===== src/sv/bdq_pkg.sv =====
// Package with the types and constants of the bounded deque.
`default_nettype none

package bdq_pkg;

   localparam int DEPTH = 16;
   localparam int IDX_W = $clog2(DEPTH);
   localparam int CNT_W = $clog2(DEPTH + 1);
   localparam int WORD_W = 32;

   typedef logic signed [WORD_W-1:0] word_type;

   typedef enum logic [2:0] {
      OP_PUSH_TAIL = 3'd0,
      OP_PUSH_HEAD = 3'd1,
      OP_INSERT_AT = 3'd2,
      OP_POP_TAIL  = 3'd3,
      OP_POP_HEAD  = 3'd4,
      OP_DELETE_AT = 3'd5,
      OP_FIND_MIN  = 3'd6
   } op_type;

   typedef enum logic [1:0] {
      ST_OK    = 2'd0,
      ST_FULL  = 2'd1,
      ST_EMPTY = 2'd2,
      ST_POS   = 2'd3
   } status_type;

   typedef struct packed {
      op_type           operation;
      word_type         data_value;
      logic [CNT_W-1:0] position;
   } req_type;

   typedef struct packed {
      word_type         result_value;
      logic [IDX_W-1:0] result_position;
      logic [CNT_W-1:0] entry_count;
      logic             is_empty;
      status_type       status;
   } rsp_type;

   typedef enum logic [1:0] {
      S_IDLE,
      S_EXEC,
      S_SCAN,
      S_REPLY
   } ctl_state_type;

   typedef struct packed {
      logic load;
      logic exec;
      logic scan_init;
      logic scan_step;
      logic min_finish;
   } ctl_cmd_type;

   typedef struct packed {
      logic min_go;
      logic scan_done;
   } dp_status_type;

endpackage

`default_nettype wire


===== src/sv/bdq_ctrl.sv =====
// Controller state machine that sequences each command of the bounded deque.
`default_nettype none

module bdq_ctrl
   import bdq_pkg::*;
(
   input  wire logic          clock,
   input  wire logic          reset,
   input  wire logic          start,
   input  wire dp_status_type dp_status,
   output ctl_cmd_type        cmd,
   output logic               busy,
   output logic               rsp_strobe
);

   ctl_state_type state_ff;
   ctl_state_type state_in;

   always_ff @(posedge clock) begin
      if (reset) begin
         state_ff <= S_IDLE;
      end else begin
         state_ff <= state_in;
      end
   end

   always_comb begin
      state_in = state_ff;
      case (state_ff)
         S_IDLE: begin
            if (start) begin
               state_in = S_EXEC;
            end
         end
         S_EXEC: begin
            if (dp_status.min_go) begin
               state_in = S_SCAN;
            end else begin
               state_in = S_REPLY;
            end
         end
         S_SCAN: begin
            if (dp_status.scan_done) begin
               state_in = S_REPLY;
            end
         end
         S_REPLY: begin
            state_in = S_IDLE;
         end
         default: begin
            state_in = S_IDLE;
         end
      endcase
   end

   always_comb begin
      cmd        = '0;
      busy       = 1'b1;
      rsp_strobe = 1'b0;
      case (state_ff)
         S_IDLE: begin
            busy     = 1'b0;
            cmd.load = start;
         end
         S_EXEC: begin
            cmd.exec      = !dp_status.min_go;
            cmd.scan_init = dp_status.min_go;
         end
         S_SCAN: begin
            cmd.scan_step  = !dp_status.scan_done;
            cmd.min_finish = dp_status.scan_done;
         end
         S_REPLY: begin
            rsp_strobe = 1'b1;
         end
         default: begin
            busy = 1'b1;
         end
      endcase
   end

endmodule

`default_nettype wire


===== src/sv/bdq_datapath.sv =====
// Datapath of the bounded deque: storage cells, shifting, minimum scan and result word.
`default_nettype none

module bdq_datapath
   import bdq_pkg::*;
(
   input  wire logic        clock,
   input  wire logic        reset,
   input  wire req_type     req_data,
   input  wire ctl_cmd_type cmd,
   output dp_status_type    dp_status,
   output rsp_type          rsp_data
);

   req_type          req_ff;
   word_type         cells_ff [DEPTH];
   word_type         cells_in [DEPTH];
   logic [CNT_W-1:0] count_ff;
   logic [CNT_W-1:0] count_in;
   logic [CNT_W-1:0] scan_ff;
   word_type         min_val_ff;
   logic [IDX_W-1:0] min_pos_ff;
   rsp_type          rsp_ff;
   rsp_type          rsp_in;

   logic             is_full;
   logic             is_none;
   logic             do_ins;
   logic             do_del;
   logic             min_go;
   logic [CNT_W-1:0] ins_pos;
   logic [CNT_W-1:0] del_pos;
   status_type       op_status;
   word_type         del_word;
   word_type         scan_word;

   // Decode the held command against the current fill level.
   always_comb begin
      is_full   = (count_ff == CNT_W'(DEPTH));
      is_none   = (count_ff == '0);
      do_ins    = 1'b0;
      do_del    = 1'b0;
      min_go    = 1'b0;
      ins_pos   = '0;
      del_pos   = '0;
      op_status = ST_OK;
      case (req_ff.operation)
         OP_PUSH_TAIL, OP_PUSH_HEAD, OP_INSERT_AT: begin
            if (is_full) begin
               op_status = ST_FULL;
            end else if (req_ff.operation == OP_PUSH_TAIL) begin
               do_ins  = 1'b1;
               ins_pos = count_ff;
            end else if (req_ff.operation == OP_PUSH_HEAD) begin
               do_ins  = 1'b1;
               ins_pos = '0;
            end else if (req_ff.position > count_ff) begin
               op_status = ST_POS;
            end else begin
               do_ins  = 1'b1;
               ins_pos = req_ff.position;
            end
         end
         OP_POP_TAIL, OP_POP_HEAD, OP_DELETE_AT: begin
            if (is_none) begin
               op_status = ST_EMPTY;
            end else if (req_ff.operation == OP_POP_TAIL) begin
               do_del  = 1'b1;
               del_pos = count_ff - CNT_W'(1);
            end else if (req_ff.operation == OP_POP_HEAD) begin
               do_del  = 1'b1;
               del_pos = '0;
            end else if (req_ff.position >= count_ff) begin
               op_status = ST_POS;
            end else begin
               do_del  = 1'b1;
               del_pos = req_ff.position;
            end
         end
         OP_FIND_MIN: begin
            if (is_none) begin
               op_status = ST_EMPTY;
            end else begin
               min_go = 1'b1;
            end
         end
         default: begin
            op_status = ST_OK;
         end
      endcase
   end

   assign del_word  = cells_ff[del_pos[IDX_W-1:0]];
   assign scan_word = cells_ff[scan_ff[IDX_W-1:0]];

   assign dp_status.min_go    = min_go;
   assign dp_status.scan_done = (scan_ff >= count_ff);

   always_comb begin
      count_in = count_ff;
      if (do_ins) begin
         count_in = count_ff + CNT_W'(1);
      end else if (do_del) begin
         count_in = count_ff - CNT_W'(1);
      end
   end

   // A cell holds, takes the new word or left neighbor on insert, or right neighbor on delete.
   for (genvar g = 0; g < DEPTH; g++) begin : g_cell
      localparam int PREV = (g == 0) ? 0 : g - 1;
      localparam int NEXT = (g == DEPTH - 1) ? g : g + 1;
      always_comb begin
         cells_in[g] = cells_ff[g];
         if (do_ins) begin
            if (CNT_W'(g) == ins_pos) begin
               cells_in[g] = req_ff.data_value;
            end else if (CNT_W'(g) > ins_pos) begin
               cells_in[g] = cells_ff[PREV];
            end
         end else if (do_del) begin
            if (CNT_W'(g) >= del_pos) begin
               cells_in[g] = cells_ff[NEXT];
            end
         end
      end
   end

   always_ff @(posedge clock) begin
      if (cmd.exec) begin
         for (int i = 0; i < DEPTH; i++) begin
            cells_ff[i] <= cells_in[i];
         end
      end
   end

   always_ff @(posedge clock) begin
      if (reset) begin
         count_ff <= '0;
      end else if (cmd.exec) begin
         count_ff <= count_in;
      end
   end

   always_ff @(posedge clock) begin
      if (cmd.load) begin
         req_ff <= req_data;
      end
   end

   // The minimum scan visits one cell per cycle; ties keep the lower index.
   always_ff @(posedge clock) begin
      if (cmd.scan_init) begin
         min_val_ff <= cells_ff[0];
         min_pos_ff <= '0;
         scan_ff    <= CNT_W'(1);
      end else if (cmd.scan_step) begin
         if (scan_word < min_val_ff) begin
            min_val_ff <= scan_word;
            min_pos_ff <= scan_ff[IDX_W-1:0];
         end
         scan_ff <= scan_ff + CNT_W'(1);
      end
   end

   always_comb begin
      rsp_in = rsp_ff;
      if (cmd.exec) begin
         rsp_in.result_value    = do_del ? del_word : '0;
         rsp_in.result_position = do_del ? del_pos[IDX_W-1:0] : '0;
         rsp_in.entry_count     = count_in;
         rsp_in.is_empty        = (count_in == '0);
         rsp_in.status          = op_status;
      end else if (cmd.min_finish) begin
         rsp_in.result_value    = min_val_ff;
         rsp_in.result_position = min_pos_ff;
         rsp_in.entry_count     = count_ff;
         rsp_in.is_empty        = (count_ff == '0);
         rsp_in.status          = ST_OK;
      end
   end

   always_ff @(posedge clock) begin
      rsp_ff <= rsp_in;
   end

   assign rsp_data = rsp_ff;

endmodule

`default_nettype wire


===== src/sv/bounded_deque_with_positional_ops.sv =====
// Top level of the bounded deque with positional insert, delete and minimum search.
`default_nettype none

// A word is accepted when start is high and busy is low; busy stays high until the
// result has been shown. Push, pop, insert and delete pass through the accept, a step
// in which the cells from the given position on shift in parallel if the command is
// valid, and a step in which the result is shown. Find minimum holds busy after the
// accept through an execute step, a scan in which a single comparator steps through
// the stored words one per cycle, and the step that shows the result. Each result is
// marked on rsp_data by rsp_strobe, high for exactly one cycle, and the receiver
// cannot hold it off. Every command gives exactly one result.

module bounded_deque_with_positional_ops
   import bdq_pkg::*;
(
   input  wire logic    clock,
   input  wire logic    reset,
   input  wire logic    start,
   output logic         busy,
   input  wire req_type req_data,
   output logic         rsp_strobe,
   output rsp_type      rsp_data
);

   ctl_cmd_type   cmd;
   dp_status_type dp_status;

   bdq_ctrl u_ctrl (
      .clock      (clock),
      .reset      (reset),
      .start      (start),
      .dp_status  (dp_status),
      .cmd        (cmd),
      .busy       (busy),
      .rsp_strobe (rsp_strobe)
   );

   bdq_datapath u_datapath (
      .clock     (clock),
      .reset     (reset),
      .req_data  (req_data),
      .cmd       (cmd),
      .dp_status (dp_status),
      .rsp_data  (rsp_data)
   );

endmodule

`default_nettype wire


===== config.mk =====
export PLATFORM = sky130hd
export DESIGN_NAME = bounded_deque_with_positional_ops
export DESIGN_NICKNAME = d
export VERILOG_FILES = /design/src/sv/bdq_pkg.sv /design/src/sv/bdq_ctrl.sv /design/src/sv/bdq_datapath.sv /design/src/sv/bounded_deque_with_positional_ops.sv
export SDC_FILE = /design/constraint.sdc
export NUM_CORES = 2
export LEC_CHECK = 0
export BUFFER_PORTS_ARGS = -buffer_cell sky130_fd_sc_hd__buf_2
export CELL_PAD_IN_SITES_DETAIL_PLACEMENT = 0
export CELL_PAD_IN_SITES_GLOBAL_PLACEMENT = 1
export CORE_MARGIN = 3
export CORE_UTILIZATION = 30
export DETAILED_ROUTE_END_ITERATION = 6
export PLACE_DENSITY = 0.51
export RECOVER_POWER = 25
export SYNTH_ARGS = -nofsm -noshare
export SYNTH_HDL_FRONTEND = slang
export SYNTH_SLANG_ARGS = --single-unit

===== constraint.sdc =====
create_clock -name clock -period 12.88 [get_ports clock]
set_input_delay 1.932 -clock clock [delete_from_list [all_inputs] [get_ports clock]]
set_output_delay 1.932 -clock clock [all_outputs]
set_load 0.005 [all_outputs]

# [Word-level counts from Yosys, hierarchy flattened]
# Memories as Yosys holds them, arrays and structs flattened. A register that Yosys moved wholly into a read port is not among the register bits.
# Cells that the tools add are included.
[totals] inputBits=43 ramBits=512 elab_cells=224 register_bits=132 mem_count=1
[op_classes] mux=131 add_sub_neg=3 reduce_logical=15 eq_ne=27 order_cmp=34
[memory_table] name="u_datapath.cells_ff" words=16 word_bits=32 read_ports=18 rd_ports_with_merged_regs=1 wr=16 line_no="bdq_datapath.sv:16" source="word_type cells_ff [DEPTH];"
[op_table] operator="$mux 32" count=81
[op_table] operator="$mux 44" count=2
[op_table] operator="$mux 5" count=12
[op_table] operator="$eq 4x5->1 const A" count=8
[op_table] operator="$gt 4x5->1 const A" count=8
[op_table] operator="$ge 4x5->1 const A" count=7
[op_table] operator="$lt 32x32->1" count=1
[op_table] operator="$mux 2" count=13
[op_table] operator="$eq 3x5->1 const A" count=4
[op_table] operator="$ge 3x5->1 const A" count=4
[op_table] operator="$gt 3x5->1 const A" count=4
[op_table] operator="$mux 1" count=18
[op_table] operator="$logic_not 5->1" count=3
[op_table] operator="$mux 4" count=3
[op_table] operator="$add 5x1->5 const B" count=2
[op_table] operator="$eq 2x5->1 const A" count=2
[op_table] operator="$ge 1x5->1 const A" count=2
[op_table] operator="$ge 2x5->1 const A" count=2
[op_table] operator="$ge 5x5->1" count=2
[op_table] operator="$gt 2x5->1 const A" count=2
[op_table] operator="$eq 3x3->1 const B" count=3
[op_table] operator="$pmux 2 s4" count=1
[op_table] operator="$eq 3x2->1 const B" count=2
[op_table] operator="$pmux 2 s3" count=1
[op_table] operator="16 further kinds" count=23

# [Logic depth before layout (Yosys ltp)]
[depth] ltp_word=10 ltp_mapped=15 mapped_depth_nobuf=11

# [Hierarchy]
# Synthesis repeated with hierarchy kept, for this count alone.
[hier_totals] cells_unflattened=3761 hier_area_um2=40575.2
[by_module_without_submodules] mod="bdq_datapath" area_per_inst_um2=40363.7 cells_each=3736 n_inst=1 seq_area_each_um2=19218.4
[by_module_without_submodules] mod="bdq_ctrl" area_per_inst_um2=211.5 cells_each=25 n_inst=1 seq_area_each_um2=40.0

# [Least setup slack after synthesis]
# Ideal clock, no wire load.
[synth_path] path_kind="register to register" start="register u_datapath.count_ff[1]" end="memory u_datapath.cells_ff[2][0] in the netlist's numbering (enable)" stages_incl_launch_ff=10 setup_slack_ns=7.039 arrival_ns=5.340 path_cell_list="dfxtp_1 > inv_1 > ha_1 > nor2b_1 > o21ai_0 > a21oi_1 > a21oi_1 > clkbuf_1 > nor2_1 > nor4_1"
[synth_lines] element="start, declared" line_no="bdq_datapath.sv:18" source="logic [CNT_W-1:0] count_ff;"
[synth_lines] element="start signal, assigned" line_no="bdq_datapath.sv:140" source="count_ff <= count_in;"
[synth_lines] element="end, declared" line_no="bdq_datapath.sv:16"

==> flow_summary.toml <==
[clock_tree]
insertion_delay_ps = 690
cts_post_setup_buffers_inserted = 0
tritoncts = "yes"
ctsHoldBuffers = 0
cts.sinks = 648
cts_root_buffer = "clkbuf_16"
post_cts_resized = 0
cts_buffer_depth = 3
cts.clk_slew.worst_paths_ps = 60
htreeDepth = 3
numCtsBuffers = 85

[routing]
ant_nets = 0
dr.first_iter.drc_count = 3896
route.vias.total = 32687
viasPerCell = 5.90
first_pass_iters = 6
drcViolationCount = 0
wl_per_cell_um = 31.5
routed_wl_um = 175000

[sta]
slew_headroom = -1.99
hold_viol = 0
period_share = 0.672
layout_min_cycle_time_ps = 8660
setup_tns_ps = 0
tightest_slew_ps = 4490
max_freq_ghz = 0.115
setup_viol = 0
slew_violations = 727
rsz0062_at_grt = "false"
finClkSkew_ps = 20.8
fin_ws_ps = 4220

[pwr]
ir_drop_mv = 0.115
power_density_mw_per_mm2 = 179
leakage_nw = 15.7
totalPowerFinal_mw = 7.99

[layout]
layout_common_cells = "nand2_1 (983), edfxtp_1 (628), mux2i_1 (241)"
num-nets-final = 3809
area_growth_pct = 11.9
diodes = 0
postLayoutCoreUtil = 0.339
layout_commonest_cell = "nand2_1"
final_layout_size_suffix_gt1_frac = 0.133

[global_routing]
grt_pass1_vias = 31725
grt_overflow_total = 0
grtUsageTotal = 0.250
antenna_found_initial = 1
grt_pass1_wl_um = 247000
grt_max_degree = 196

[die]
fp.dieW_um = 370
num_io_pins = 89
coreArea_mm2 = 0.132
die_area_mm2 = 0.137
die_y_um = 370
core.rowCount = 133
start_util = 0.303

[placement]
dp.final_hpwl_um = 94000
place_ws_ps = 6550
gp_congestion = 0.807
port_buffers = 88

[yosys]
ys_types = 72
yosys-top-cells-area = "edfxtp_1 (47%), nand2_1 (9.3%), mux4_2 (9.0%), mux2i_1 (6.1%), nand3_1 (2.7%)"
synth_cells = 3821
ys_ff_latch = 648
synth_ff_type = "edfxtp_1"
netlist_area_mm2 = 0.0398
async_flop_share = 0
synth_area_per_cell_um2 = 10.4
yosysSeqAreaShare = 0.483
syn-num-nets = 3913
synth_top_area_cell = "edfxtp_1"
synth_edf_count = 628
netlist.area_leader.share = 0.473
ys_warn_count = 0

[job]
cap_violations = 13

[setup_path]
endpoint_kind = "register"
crit_path_start_kind = "register"
critical_path_class = "register to register"
crit_arrival_ps = 8970
crit_required_ps = 13190
crit_fanout = 55

[run_status]
status = "complete, but fails checks"
violations = "max-capacitance violations, max-slew violations"

[hold_path]
min_path_type = "register to register"
## cell families after synthesis
group | count (synthesis) | share of synthesized area
and+or+nand+nor | 1465 | 0.152
AOI/OAI and AO/OA | 803 | 0.142
DFF | 648 | 0.483
muxes | 440 | 0.162
buffers and inverters | 405 | 0.0432
adders and majority gates | 49 | 0.0154
xor gates and xnor gates | 11 | 0.00242
## final timing paths
| path | cells past startpoint | from | endpoint | slack [ps] |
|---|---|---|---|---|
| hold / removal | 2 | u_datapath.min_pos_ff[1]$_SDFFE_PP0P_ | u_datapath.min_pos_ff[1]$_SDFFE_PP0P_ | 460 |
| setup / recovery | 12 | u_datapath.count_ff[1]$_SDFFE_PP0P_ | u_datapath.cells_ff[7][17]$_DFFE_PP_ | 4220 |
| setup reg to reg | 12 | u_datapath.count_ff[1]$_SDFFE_PP0P_ | u_datapath.cells_ff[7][17]$_DFFE_PP_ | 4220 |
| hold reg to reg | 2 | u_datapath.min_pos_ff[1]$_SDFFE_PP0P_ | u_datapath.min_pos_ff[1]$_SDFFE_PP0P_ | 460 |
## metal layers
layer	track usage	wire (um)	vias to the layer above
met3	0.0367	11800	251
met2	0.405	81400	1429
li1	-	-	14261
met5	0	0	-
met1	0.345	76200	16746
met4	0.0763	5320	0
## worst max-delay path, stage by stage (launching register included)
cell      delay (ps)
dfxtp_1          530
inv_1            200
ha_1             280
nor3b_1          270
nand2_1          140
nand3_1          380
a21oi_4          240
clkbuf_1        1580
clkbuf_1        2300
o21ai_0          680
nand2b_1         440
inv_2            520
buf_4            670
## state kept, by name, indices dropped and copies added (netlist names), named ones only
| name | count |
|---|---|
| u_ctrl.state_ff | 2 |
| u_datapath.cells_ff | 512 |
| u_datapath.count_ff | 5 |
| u_datapath.min_pos_ff | 4 |
| u_datapath.min_val_ff | 32 |
| u_datapath.req_ff | 40 |
| u_datapath.rsp_data | 44 |
| u_datapath.scan_ff | 5 |
## synthesized netlist by cell type (5+ instances only)
library cell / instances
nor2b_1: 11
and2_1: 5
nand2_1: 986
inv_1: 47
o21ai_1: 86
buf_4: 12
mux2i_1: 241
nand3_1: 213
a222oi_1: 7
buf_1: 30
nor2_1: 179
buf_6: 6
o21ai_0: 177
a32o_1: 25
mux4_2: 159
edfxtp_1: 628
a31oi_1: 35
a211oi_1: 9
a32oi_1: 6
and3_1: 8
nand2b_1: 7
ha_1: 49
xnor2_1: 7
a22o_1: 11
nor3_1: 16
mux2_2: 40
a21oi_1: 91
clkbuf_1: 222
buf_2: 87
o211ai_1: 75
a22oi_1: 28
o221ai_1: 115
dfxtp_1: 20
a21o_1: 8
nor4_1: 5
nand4_1: 13
a221o_1: 98
## stage by stage
step                hold WS (ps)  instances  cell area, um2
CTS                          461       5544           44700
global route                 483       5544           44600
finish                       461       5544           44600
global placement             456       5385           41900
floorplan                    435       3821           39800
detailed placement           451       5385           41900
## report_power, final
part           switching [mW]  leakage, nW  total [mW]  internal (mW)
Combinational            1.49         8.39        2.33          0.843
Sequential              0.372         5.90        3.21           2.84
Clock                    1.02         1.37        2.44           1.42
## final cells by class
cell class,instances,area [um2]
fill,13241,87100
multi-input combinational,2768,19200
inverter,48,180
sequential,648,19300
tap,1755,2200
clock inverter,45,415
clock buffer,114,2350
timing repair buffer,166,993
Power figures use the tool's default switching activity.
